## src/hdl/bcle_pkg.sv

```systemverilog
// bcle_pkg: shared types, constants and the character lookup for the braille
// cell layout encoder. No dependencies.

package bcle_pkg;

  localparam int unsigned CfgIdxW = 1;
  localparam logic [CfgIdxW-1:0] CfgCellsPerLine = 1'b0;
  localparam logic [CfgIdxW-1:0] CfgLineCount    = 1'b1;

  localparam logic [7:0] ResetCellsPerLine = 8'd20;
  localparam logic [7:0] ResetLineCount    = 8'd4;

  localparam logic [5:0] CapitalSign = 6'h20;
  localparam logic [5:0] NumberSign  = 6'h36;

  localparam logic [7:0] ChNewline = 8'h0A;
  localparam logic [7:0] ChUpperA  = 8'h41;
  localparam logic [7:0] ChUpperZ  = 8'h5A;
  localparam logic [7:0] ChLowerA  = 8'h61;
  localparam logic [7:0] ChLowerZ  = 8'h7A;
  localparam logic [7:0] ChZero    = 8'h30;
  localparam logic [7:0] ChOne     = 8'h31;
  localparam logic [7:0] ChNine    = 8'h39;

  localparam int unsigned QDepth = 4;
  localparam int unsigned QCntW  = $clog2(QDepth + 1);

  localparam logic [5:0] LetterDots [26] = '{
    6'h01, 6'h03, 6'h09, 6'h19, 6'h11, 6'h0B, 6'h1B, 6'h13, 6'h0A, 6'h1A,
    6'h05, 6'h07, 6'h0D, 6'h1D, 6'h15, 6'h0F, 6'h1F, 6'h17, 6'h0E, 6'h1E,
    6'h25, 6'h27, 6'h3A, 6'h2D, 6'h3D, 6'h35
  };

  typedef struct packed {
    logic [7:0] line;
    logic [7:0] pos;
    logic [5:0] dots;
    logic       last;
  } cell_res_t;

  typedef struct packed {
    logic valid;
    logic room;
  } q_status_t;

  typedef struct packed {
    logic       hit;
    logic [5:0] dots;
  } look_t;

  function automatic look_t lookup_dots(input logic [7:0] ch);
    look_t      res;
    logic [7:0] lc;
    logic [7:0] off;
    res = '{hit: 1'b1, dots: 6'h00};
    lc  = ch;
    if (ch >= ChUpperA && ch <= ChUpperZ) begin
      lc = ch | 8'h20;
    end
    off = 8'h00;
    priority if (lc >= ChLowerA && lc <= ChLowerZ) begin
      off = lc - ChLowerA;
      res.dots = LetterDots[off[4:0]];
    end else if (lc >= ChOne && lc <= ChNine) begin
      off = lc - ChOne;
      res.dots = LetterDots[off[4:0]];
    end else begin
      unique case (lc)
        ChZero: res.dots = LetterDots[9];
        8'h20:  res.dots = 6'h00;
        8'h2C:  res.dots = 6'h02;
        8'h3B:  res.dots = 6'h06;
        8'h3A:  res.dots = 6'h12;
        8'h2E:  res.dots = 6'h16;
        8'h21:  res.dots = 6'h26;
        8'h3F:  res.dots = 6'h22;
        8'h2D:  res.dots = 6'h24;
        8'h22:  res.dots = 6'h34;
        8'h27:  res.dots = 6'h10;
        8'h5F:  res.dots = CapitalSign;
        8'h23:  res.dots = NumberSign;
        default: res.hit = 1'b0;
      endcase
    end
    return res;
  endfunction

endpackage

```

## src/hdl/bcle_queue.sv

```systemverilog
// bcle_queue: shifting result queue that takes up to two cell beats a cycle
// and hands one a cycle to the output while out_stall_i is low. Depends on bcle_pkg.

module bcle_queue (
  input  logic                 clk_i,
  input  logic                 rst_ni,
  input  logic [1:0]           push_n_i,
  input  bcle_pkg::cell_res_t  push0_i,
  input  bcle_pkg::cell_res_t  push1_i,
  input  logic                 out_stall_i,
  output bcle_pkg::cell_res_t  head_o,
  output bcle_pkg::q_status_t  status_o
);

  bcle_pkg::cell_res_t slot_q [bcle_pkg::QDepth];
  bcle_pkg::cell_res_t slot_d [bcle_pkg::QDepth];
  logic [bcle_pkg::QCntW-1:0] count_q, count_d, cnt_pop;
  logic pop;

  assign status_o.valid = (count_q != '0);
  assign status_o.room  = (count_q <= bcle_pkg::QCntW'(bcle_pkg::QDepth - 2));
  assign pop            = status_o.valid && !out_stall_i;
  assign head_o         = slot_q[0];

  always_comb begin
    cnt_pop = count_q - bcle_pkg::QCntW'(pop);
    count_d = cnt_pop + bcle_pkg::QCntW'(push_n_i);
    for (int k = 0; k < bcle_pkg::QDepth; k++) begin
      slot_d[k] = slot_q[k];
    end
    if (pop) begin
      for (int k = 0; k < bcle_pkg::QDepth - 1; k++) begin
        slot_d[k] = slot_q[k+1];
      end
    end
    for (int k = 0; k < bcle_pkg::QDepth; k++) begin
      if (push_n_i != 2'd0 && cnt_pop == bcle_pkg::QCntW'(k)) begin
        slot_d[k] = push0_i;
      end
      if (push_n_i == 2'd2 && cnt_pop + 1'b1 == bcle_pkg::QCntW'(k)) begin
        slot_d[k] = push1_i;
      end
    end
  end

  always_ff @(posedge clk_i or negedge rst_ni) begin
    if (!rst_ni) begin
      count_q <= '0;
    end else begin
      count_q <= count_d;
    end
  end

  always_ff @(posedge clk_i) begin
    for (int k = 0; k < bcle_pkg::QDepth; k++) begin
      slot_q[k] <= slot_d[k];
    end
  end

endmodule

```

## src/hdl/braille_cell_layout_encoder.sv

```systemverilog
// braille_cell_layout_encoder: top level, grade-1 braille cell layout.
// Depends on bcle_pkg and bcle_queue.
//
// Usage: text characters enter on the input channel (in_valid_i / in_stall_o)
// with starts_text_i marking the first character of a new text. Each
// character gives zero, one or two cell write beats on the output channel
// (out_valid_o / out_stall_i): a capital or number sign cell, then the
// character's own cell, the final one flagged by last_of_run_o.
// The cells of a taken character are registered into the queue and leave
// from its head in order, one per cycle while the output is not stalled.
// With four entries, characters that give one cell can be taken every
// cycle; those with a sign cell are held back by the single output port.
// The input is stalled while the queue has fewer than two free entries;
// a stalled output holds its beat and the queue fills behind it.
// Reset empties the queue, puts the cursor at line 0, cell 0, clears the stop
// flag and loads 20 cells per line and 4 lines. The register port takes
// cells_per_line at index 0 and line_count at index 1, written while idle.

module braille_cell_layout_encoder (
  input  logic                          clk_i,
  input  logic                          rst_ni,
  input  logic                          cfg_we_i,
  input  logic [bcle_pkg::CfgIdxW-1:0]  cfg_index_i,
  input  logic [7:0]                    cfg_data_i,
  input  logic                          in_valid_i,
  output logic                          in_stall_o,
  input  logic                          starts_text_i,
  input  logic [7:0]                    character_i,
  output logic                          out_valid_o,
  input  logic                          out_stall_i,
  output logic [7:0]                    line_index_o,
  output logic [7:0]                    cell_index_o,
  output logic [5:0]                    dot_pattern_o,
  output logic                          last_of_run_o
);

  logic [7:0] cpl_q, lc_q;
  logic [7:0] line_q, line_d, cell_q, cell_d;
  logic       stopped_q, stopped_d;

  logic [7:0] eff_line, eff_cell, cell1;
  logic       eff_stop, is_upper, is_digit, fit0, fit1, pre, main_w, in_acc;
  logic [1:0] n_cells, push_n;
  bcle_pkg::look_t     look;
  bcle_pkg::cell_res_t res0, res1, head;
  bcle_pkg::q_status_t qstat;

  assign in_stall_o = !qstat.room;
  assign in_acc     = in_valid_i && qstat.room;

  always_comb begin
    eff_line = starts_text_i ? 8'd0 : line_q;
    eff_cell = starts_text_i ? 8'd0 : cell_q;
    eff_stop = starts_text_i ? 1'b0 : stopped_q;
    is_upper = character_i >= bcle_pkg::ChUpperA && character_i <= bcle_pkg::ChUpperZ;
    is_digit = character_i >= bcle_pkg::ChZero && character_i <= bcle_pkg::ChNine;
    fit0     = eff_cell < cpl_q && eff_line < lc_q;
    pre      = (is_upper || is_digit) && fit0;
    cell1    = eff_cell + 8'(pre);
    fit1     = cell1 < cpl_q && eff_line < lc_q;
    look     = bcle_pkg::lookup_dots(character_i);
    main_w   = fit1 && look.hit;

    if (eff_stop || character_i == bcle_pkg::ChNewline) begin
      n_cells = 2'd0;
    end else begin
      n_cells = 2'(pre) + 2'(main_w);
    end
    push_n = in_acc ? n_cells : 2'd0;

    res0.line = eff_line;
    res0.pos  = eff_cell;
    if (pre) begin
      res0.dots = is_upper ? bcle_pkg::CapitalSign : bcle_pkg::NumberSign;
      res0.last = !main_w;
    end else begin
      res0.dots = look.dots;
      res0.last = 1'b1;
    end
    res1.line = eff_line;
    res1.pos  = cell1;
    res1.dots = look.dots;
    res1.last = 1'b1;

    line_d    = line_q;
    cell_d    = cell_q;
    stopped_d = stopped_q;
    if (in_acc) begin
      line_d    = eff_line;
      cell_d    = eff_cell;
      stopped_d = eff_stop;
      if (!eff_stop) begin
        if (character_i == bcle_pkg::ChNewline) begin
          line_d = (eff_line == 8'hFF) ? eff_line : eff_line + 8'd1;
          cell_d = 8'd0;
        end else begin
          cell_d    = cell1 + 8'(main_w);
          stopped_d = !fit1;
        end
      end
    end
  end

  always_ff @(posedge clk_i or negedge rst_ni) begin
    if (!rst_ni) begin
      cpl_q     <= bcle_pkg::ResetCellsPerLine;
      lc_q      <= bcle_pkg::ResetLineCount;
      line_q    <= 8'd0;
      cell_q    <= 8'd0;
      stopped_q <= 1'b0;
    end else begin
      line_q    <= line_d;
      cell_q    <= cell_d;
      stopped_q <= stopped_d;
      if (cfg_we_i) begin
        unique case (cfg_index_i)
          bcle_pkg::CfgCellsPerLine: cpl_q <= cfg_data_i;
          bcle_pkg::CfgLineCount:    lc_q  <= cfg_data_i;
          default: ;
        endcase
      end
    end
  end

  bcle_queue u_queue (
    .clk_i       (clk_i),
    .rst_ni      (rst_ni),
    .push_n_i    (push_n),
    .push0_i     (res0),
    .push1_i     (res1),
    .out_stall_i (out_stall_i),
    .head_o      (head),
    .status_o    (qstat)
  );

  assign out_valid_o   = qstat.valid;
  assign line_index_o  = head.line;
  assign cell_index_o  = head.pos;
  assign dot_pattern_o = head.dots;
  assign last_of_run_o = head.last;

  // a stopped text gives no cells until a new text starts
  a_stopped_silent: assert property (@(posedge clk_i) disable iff (!rst_ni)
    (in_acc && stopped_q && !starts_text_i) |-> push_n == 2'd0)
    else $error("cells written while stopped");

  // every written cell lies inside the grid
  a_cell_fits: assert property (@(posedge clk_i) disable iff (!rst_ni)
    (push_n != 2'd0) |-> (res0.pos < cpl_q && res0.line < lc_q))
    else $error("cell written outside the grid");

  // the stop flag only rises on a taken character
  a_stop_on_beat: assert property (@(posedge clk_i) disable iff (!rst_ni)
    $rose(stopped_q) |-> $past(in_acc))
    else $error("stop flag set without an input beat");

endmodule

```

## config.mk

```make
export PLATFORM = sky130hd
export DESIGN_NAME = braille_cell_layout_encoder
export DESIGN_NICKNAME = d
export VERILOG_FILES = /design/src/hdl/bcle_pkg.sv /design/src/hdl/bcle_queue.sv /design/src/hdl/braille_cell_layout_encoder.sv
export SDC_FILE = /design/constraint.sdc
export NUM_CORES = 1
export LEC_CHECK = 0
export ABC_AREA = 1
export ABC_CLOCK_PERIOD_IN_PS = 14010
export BUFFER_PORTS_ARGS = -buffer_cell sky130_fd_sc_hd__clkbuf_2
export CORE_MARGIN = 2
export CORE_UTILIZATION = 25
export CTS_BUF_LIST = sky130_fd_sc_hd__clkbuf_8
export DETAILED_ROUTE_END_ITERATION = 8
export SLEW_MARGIN = 5
export SYNTH_ARGS = -nofsm -noshare
export SYNTH_HDL_FRONTEND = slang
export SYNTH_SLANG_ARGS = --single-unit
```

## constraint.sdc

```tcl
create_clock -name clk_i -period 14.01 [get_ports clk_i]
set_input_delay 2.802 -clock clk_i [delete_from_list [all_inputs] [get_ports clk_i]]
set_output_delay 2.802 -clock clk_i [all_outputs]
set_load 0.05 [all_outputs]
```

# ---- Word-level counts from Yosys, hierarchy flattened
# Memories as Yosys holds them, arrays and structs flattened.
# Cells that the tools add are included.
dict set report word_totals {
  ram_bits 92
  input_bits 23
  mem_count 3
  regBits 36
  word_cells 122
  output_inout_bits 25
  mem_bits_ro 384
}
# name depth width rd rd_clocked_by_memory_dff wr line_no
set mem_list {}
lappend mem_list {{(no name shown)} 32 6 1 0 0 bcle_pkg.sv:66} ;# res.dots = LetterDots[off[4:0]];
lappend mem_list {{(no name shown)} 32 6 1 0 0 bcle_pkg.sv:63} ;# res.dots = LetterDots[off[4:0]];
lappend mem_list {u_queue.slot_q 4 23 4 0 4 bcle_queue.sv:15} ;# bcle_pkg::cell_res_t slot_q [bcle_pkg::QDepth];
dict set report classes {
  magnitude_cmp 14
  n_mux 34
  reduce_logical 31
  n_addsub 9
  eq_ne 22
  bitwise_logic 3
}
# op count
set op_table {}
lappend op_table {{$mux W23} 8}
lappend op_table {{$eq A8 B6 Y1 const B} 12}
lappend op_table {{$pmux W6 S12} 1}
lappend op_table {{$mux W69} 1}
lappend op_table {{$mux W8} 7}
lappend op_table {{$mux W6} 7}
lappend op_table {{$lt A8 B8 Y1} 3}
lappend op_table {{$logic_and A1 B1 Y1} 18}
lappend op_table {{$add A8 B1 Y8} 2}
lappend op_table {{$ge A8 B6 Y1 const B} 2}
lappend op_table {{$ge A8 B7 Y1 const B} 2}
lappend op_table {{$le A8 B6 Y1 const B} 2}
lappend op_table {{$le A8 B7 Y1 const B} 2}
lappend op_table {{$reduce_or A13 Y1} 1}
lappend op_table {{$eq A3 B2 Y1 const B} 4}
lappend op_table {{$ge A6 B6 Y1 const B} 2}
lappend op_table {{$not A5 Y6} 2}
lappend op_table {{$add A8 B1 Y8 const B} 1}
lappend op_table {{$eq A8 B4 Y1 const B} 1}
lappend op_table {{$eq A8 B7 Y1 const B} 1}
lappend op_table {{$eq A8 B8 Y1 const B} 1}
lappend op_table {{$mux W7} 1}
lappend op_table {{$eq A3 B1 Y1 const B} 2}
lappend op_table {{$logic_not A3 Y1} 2}
lappend op_table {{other kinds (17)} 28}

# ---- Longest topological paths before layout
dict set report depth {
  word_depth 16
  mapped_depth 37
}

# ---- By module
# A second synthesis with hierarchy kept.
dict set report hier_totals {
  hier_cells 1171
  area_unflattened_um2 8683.3
}
# module n_inst area_per_inst_um2 seq_area_each_um2 cells_per_inst
set by_module_without_submodules {}
lappend by_module_without_submodules {bcle_queue 1 5300.1 2837.7 660}
lappend by_module_without_submodules {braille_cell_layout_encoder 1 3383.2 829.5 511}

# ---- Worst setup path before layout
# Ideal clock, no wire load.
dict set report synth_timing {
  path_type {input port to flip-flop}
  from {input starts_text_i}
  to {memory u_queue.slot_q[2][10] in the netlist's numbering, enable pin}
  t_arrival_ns 8.081
  path_buffers 4
  stages 33
  slack_ns 5.550
  path_cell_list {buf_4 clkbuf_1 nor2_1 ha_1 nand2_1 o211ai_1 a31o_1 a21oi_1 nand3_1 clkinv_1 ha_1 nand2_1 nor2_1 nand3_1 nor3_1 nor2_1 a21oi_1 inv_1 ha_1 a21oi_1 nand3_1 a31oi_1 ha_1 inv_1 nor2_8 nand3_4 nor2_8 inv_4 nand2_2 buf_6 inv_4 buf_6 nand2_1}
}
# item line_no
set synth_lines {}
lappend synth_lines {{start, declared} braille_cell_layout_encoder.sv:27} ;# input logic starts_text_i,
lappend synth_lines {{end, declared} bcle_queue.sv:15}

==> impl_metrics.env <==
export IMPL_gp_congestion=0.9289
export IMPL_critical_path_class="primary input to flip-flop"
export IMPL_status="completed"
export IMPL_synthDistinctLibCells=61
export IMPL_start_util_pct=25.35
export IMPL_grt_start_max_net_pins=37
export IMPL_port_buffers=47
export IMPL_cp_arrival_ps=9550
export IMPL_peakVddDrop_mv=0.05358
export IMPL_crit_slowest_cell="nand2_1"
export IMPL_hold_ws_ps=489.3
export IMPL_synth_xor_area_share_pct=1.468
export IMPL_drcViolationCount=0
export IMPL_cts_setup_buffers=0
export IMPL_synth_edf_count=88
export IMPL_grtUsageTotal_pct=12.71
export IMPL_die_area_mm2=0.03245
export IMPL_fin_util_pct=28.70
export IMPL_hp_class="flip-flop to flip-flop"
export IMPL_fin_setup_tns_ps=0
export IMPL_slew_violations=0
export IMPL_fillCellCount=3263
export IMPL_ys_warn_count=0
export IMPL_hold_viol=0
export IMPL_r2r_start="line_q[1]$_DFFE_PN0P_"
export IMPL_syn_nets=945
export IMPL_clock_skew_ps=9.067
export IMPL_holdCritStartpoint="u_queue.slot_q[3][0]$_SDFFE_PP1N_"
export IMPL_place_inst=1311
export IMPL_p_per_area_mw_per_mm2=158.8
export IMPL_ios=48
export IMPL_path_clk_slew_ps=80
export IMPL_crit_reg2reg_capture="u_queue.slot_q[0][19]$_DFFE_PP_"
export IMPL_muxShareOfSynthArea_pct=0.1291
export IMPL_cap_violations=0
export IMPL_cts_resized=0
export IMPL_synth_compound_area_share_pct=13.44
export IMPL_synthTopCellsByArea="edfxtp_1, nand2_1, dfrtp_1"
export IMPL_numCtsBuffers=17
export IMPL_post_drt_wl_per_cell_um=14.93
export IMPL_area_sequential_mm2=0.003627
export IMPL_clkLatencyLatePin_ps=450
export IMPL_clock_sinks=128
export IMPL_whs_path_depth=2
export IMPL_finalNonFillerCells=1343
export IMPL_relSlewSlack_pct=35.55
export IMPL_synth_flop_cell="edfxtp_1"
export IMPL_syn2layout_area_growth_pct=13.21
export IMPL_fp_coreArea_mm2=0.03059
export IMPL_final_antenna_net_count=0
export IMPL_grt_setup_unrepaired="false"
export IMPL_cp_common_cell="ha_1"
export IMPL_regToRegSetupSlack_ps=6850
export IMPL_synth_most_common_cell="nand2_1"
export IMPL_power_leakage_uw=0.003836
export IMPL_cts_hold_repair_buffers=0
export IMPL_required_ps=14090
export IMPL_vias=6327
export IMPL_critPathLaunchType="primary input"
export IMPL_grt_antenna_before_repair=0
export IMPL_tightest_slew_ps=964.3
export IMPL_synth_top_area_cell="edfxtp_1"
export IMPL_grt_pass1_vias=6054
export IMPL_synth_top_family_by_area="simple AND/OR/NAND/NOR gates"
export IMPL_setup_viol=0
export IMPL_cts_tree="built"
export IMPL_vias_per_cell=4.711
export IMPL_p_total_uw=1394
export IMPL_avgSynthCellArea_um2=8.763
export IMPL_antennaDiodeCount=0
export IMPL_rr_worst_depth=28
export IMPL_synth_cells=885
export IMPL_period_needed_ps=9469
export IMPL_fin_nets=994
export IMPL_grt_pass1_wl_mm=32.85
export IMPL_grt_overflow=0
export IMPL_multi_input_area_mm2=0.003562
export IMPL_drtIter0Drc=521
export IMPL_drt_total_wl_mm=20.05
export IMPL_die_height_um=180.1
export IMPL_fmax_mhz=105.6
export IMPL_ys_seq_elements=128
export IMPL_fp_dieW_um=180.1
export IMPL_cts_root_buffer="clkbuf_8"
export IMPL_h_tree_depth=4
export IMPL_post_route_period_util_pct=67.59
export IMPL_end_kind="flip-flop"
export IMPL_synth_area_mm2=0.007755
export IMPL_yosysSeqAreaShare_pct=46.77
export IMPL_hold_end="u_queue.slot_q[3][0]$_SDFFE_PP1N_"
export IMPL_yosysTopAreaCellShare_pct=34.08
export IMPL_synth_commonest_cells="nand2_1, inv_1, edfxtp_1, nor2_1, o21ai_0"
export IMPL_yosys_area_share_simple_pct=24.83
export IMPL_cp_max_fo=22
export IMPL_dp_hpwl_mm=15.46
export IMPL_drive_above_1_share_pct=16.58
export IMPL_dr_pass1_iters=5
export IMPL_rows=64
export IMPL_postSynth_asyncResetShare_pct=28.13
export IMPL_max_stage_delay_ps=740
export IMPL_synthAdderAreaFrac_pct=6.066
export IMPL_clockBufferDepth=2
[cells by family after synthesis]
kind of cell	Yosys count
AO/OA/AOI/OAI	157
XOR/XNOR	10
adder cells (fa/ha/maj)	37
buffers and inverters	131
flip-flops	128
multiplexers	1
AND/OR/NAND/NOR	421
[worst max-delay path: cells and delay by family]
kind / cells / cell delay [ps]
simple gates: 13 / 3180
compound gates: 6 / 1360
fa+ha+maj: 4 / 1160
buf+inv: 5 / 1020
[placed cells by master (no fill, tap or decap), types with 17 or more instances in the layout]
cell type,n
ha_1,36
o21ai_0,56
edfxtp_1,88
inv_1,97
nand3_1,31
clkbuf_8,17
a21oi_1,22
nand2_1,233
clkbuf_2,47
nor2_1,88
dfrtp_1,33
[state kept, by name, indices dropped and copies added, names as in the netlist]
register,count
cell_q,8
cpl_q,8
lc_q,8
line_q,8
stopped_q,1
u_queue.count_q,3
u_queue.slot_q,92
[cell type report]
class	instances	share of cell area, %
well taps	396	5.643
repair buffers	48	2.765
flip-flops and latches	128	41.31
inverters	113	4.945
clock buffers	17	2.665
multi-input cells	626	40.57
clock inverters	15	2.095
[layer usage]
layer  vias up  track usage, %  part of all wire [%]
met2       225           19.63                    44
li1       3107               -                     -
met4         0           3.516                   1.6
met5         -               0                     0
met3        27           2.688                   6.3
met1      2968           17.97                    48
[metrics by stage]
stage | instance area (um^2) | setup slack, ps
4_1_cts | 8780 | 4604
5_1_grt | 8780 | 3843
3_3_place_gp | 8362 | 4368
6_report | 8780 | 4541
3_5_place_dp | 8362 | 4146
2_1_floorplan | 7755 | 5550
[worst max path at each step]
stage | start | endpoint | slack, ps
2_1_floorplan | starts_text_i | u_queue.slot_q[2][10]$_DFFE_PP_ | 5550
3_3_place_gp | starts_text_i | u_queue.slot_q[0][19]$_DFFE_PP_ | 4370
3_5_place_dp | starts_text_i | u_queue.slot_q[0][7]$_DFFE_PP_ | 4150
4_1_cts | starts_text_i | u_queue.slot_q[0][4]$_DFFE_PP_ | 4600
5_1_grt | starts_text_i | u_queue.slot_q[0][4]$_DFFE_PP_ | 3840
6_report | starts_text_i | u_queue.slot_q[0][19]$_DFFE_PP_ | 4540
[report_power, final]
part           switching (uW)  internal, uW
Clock                     161           178
Sequential               34.6           526
Combinational             367           126
Note: power is estimated with default switching activity, not from simulation.
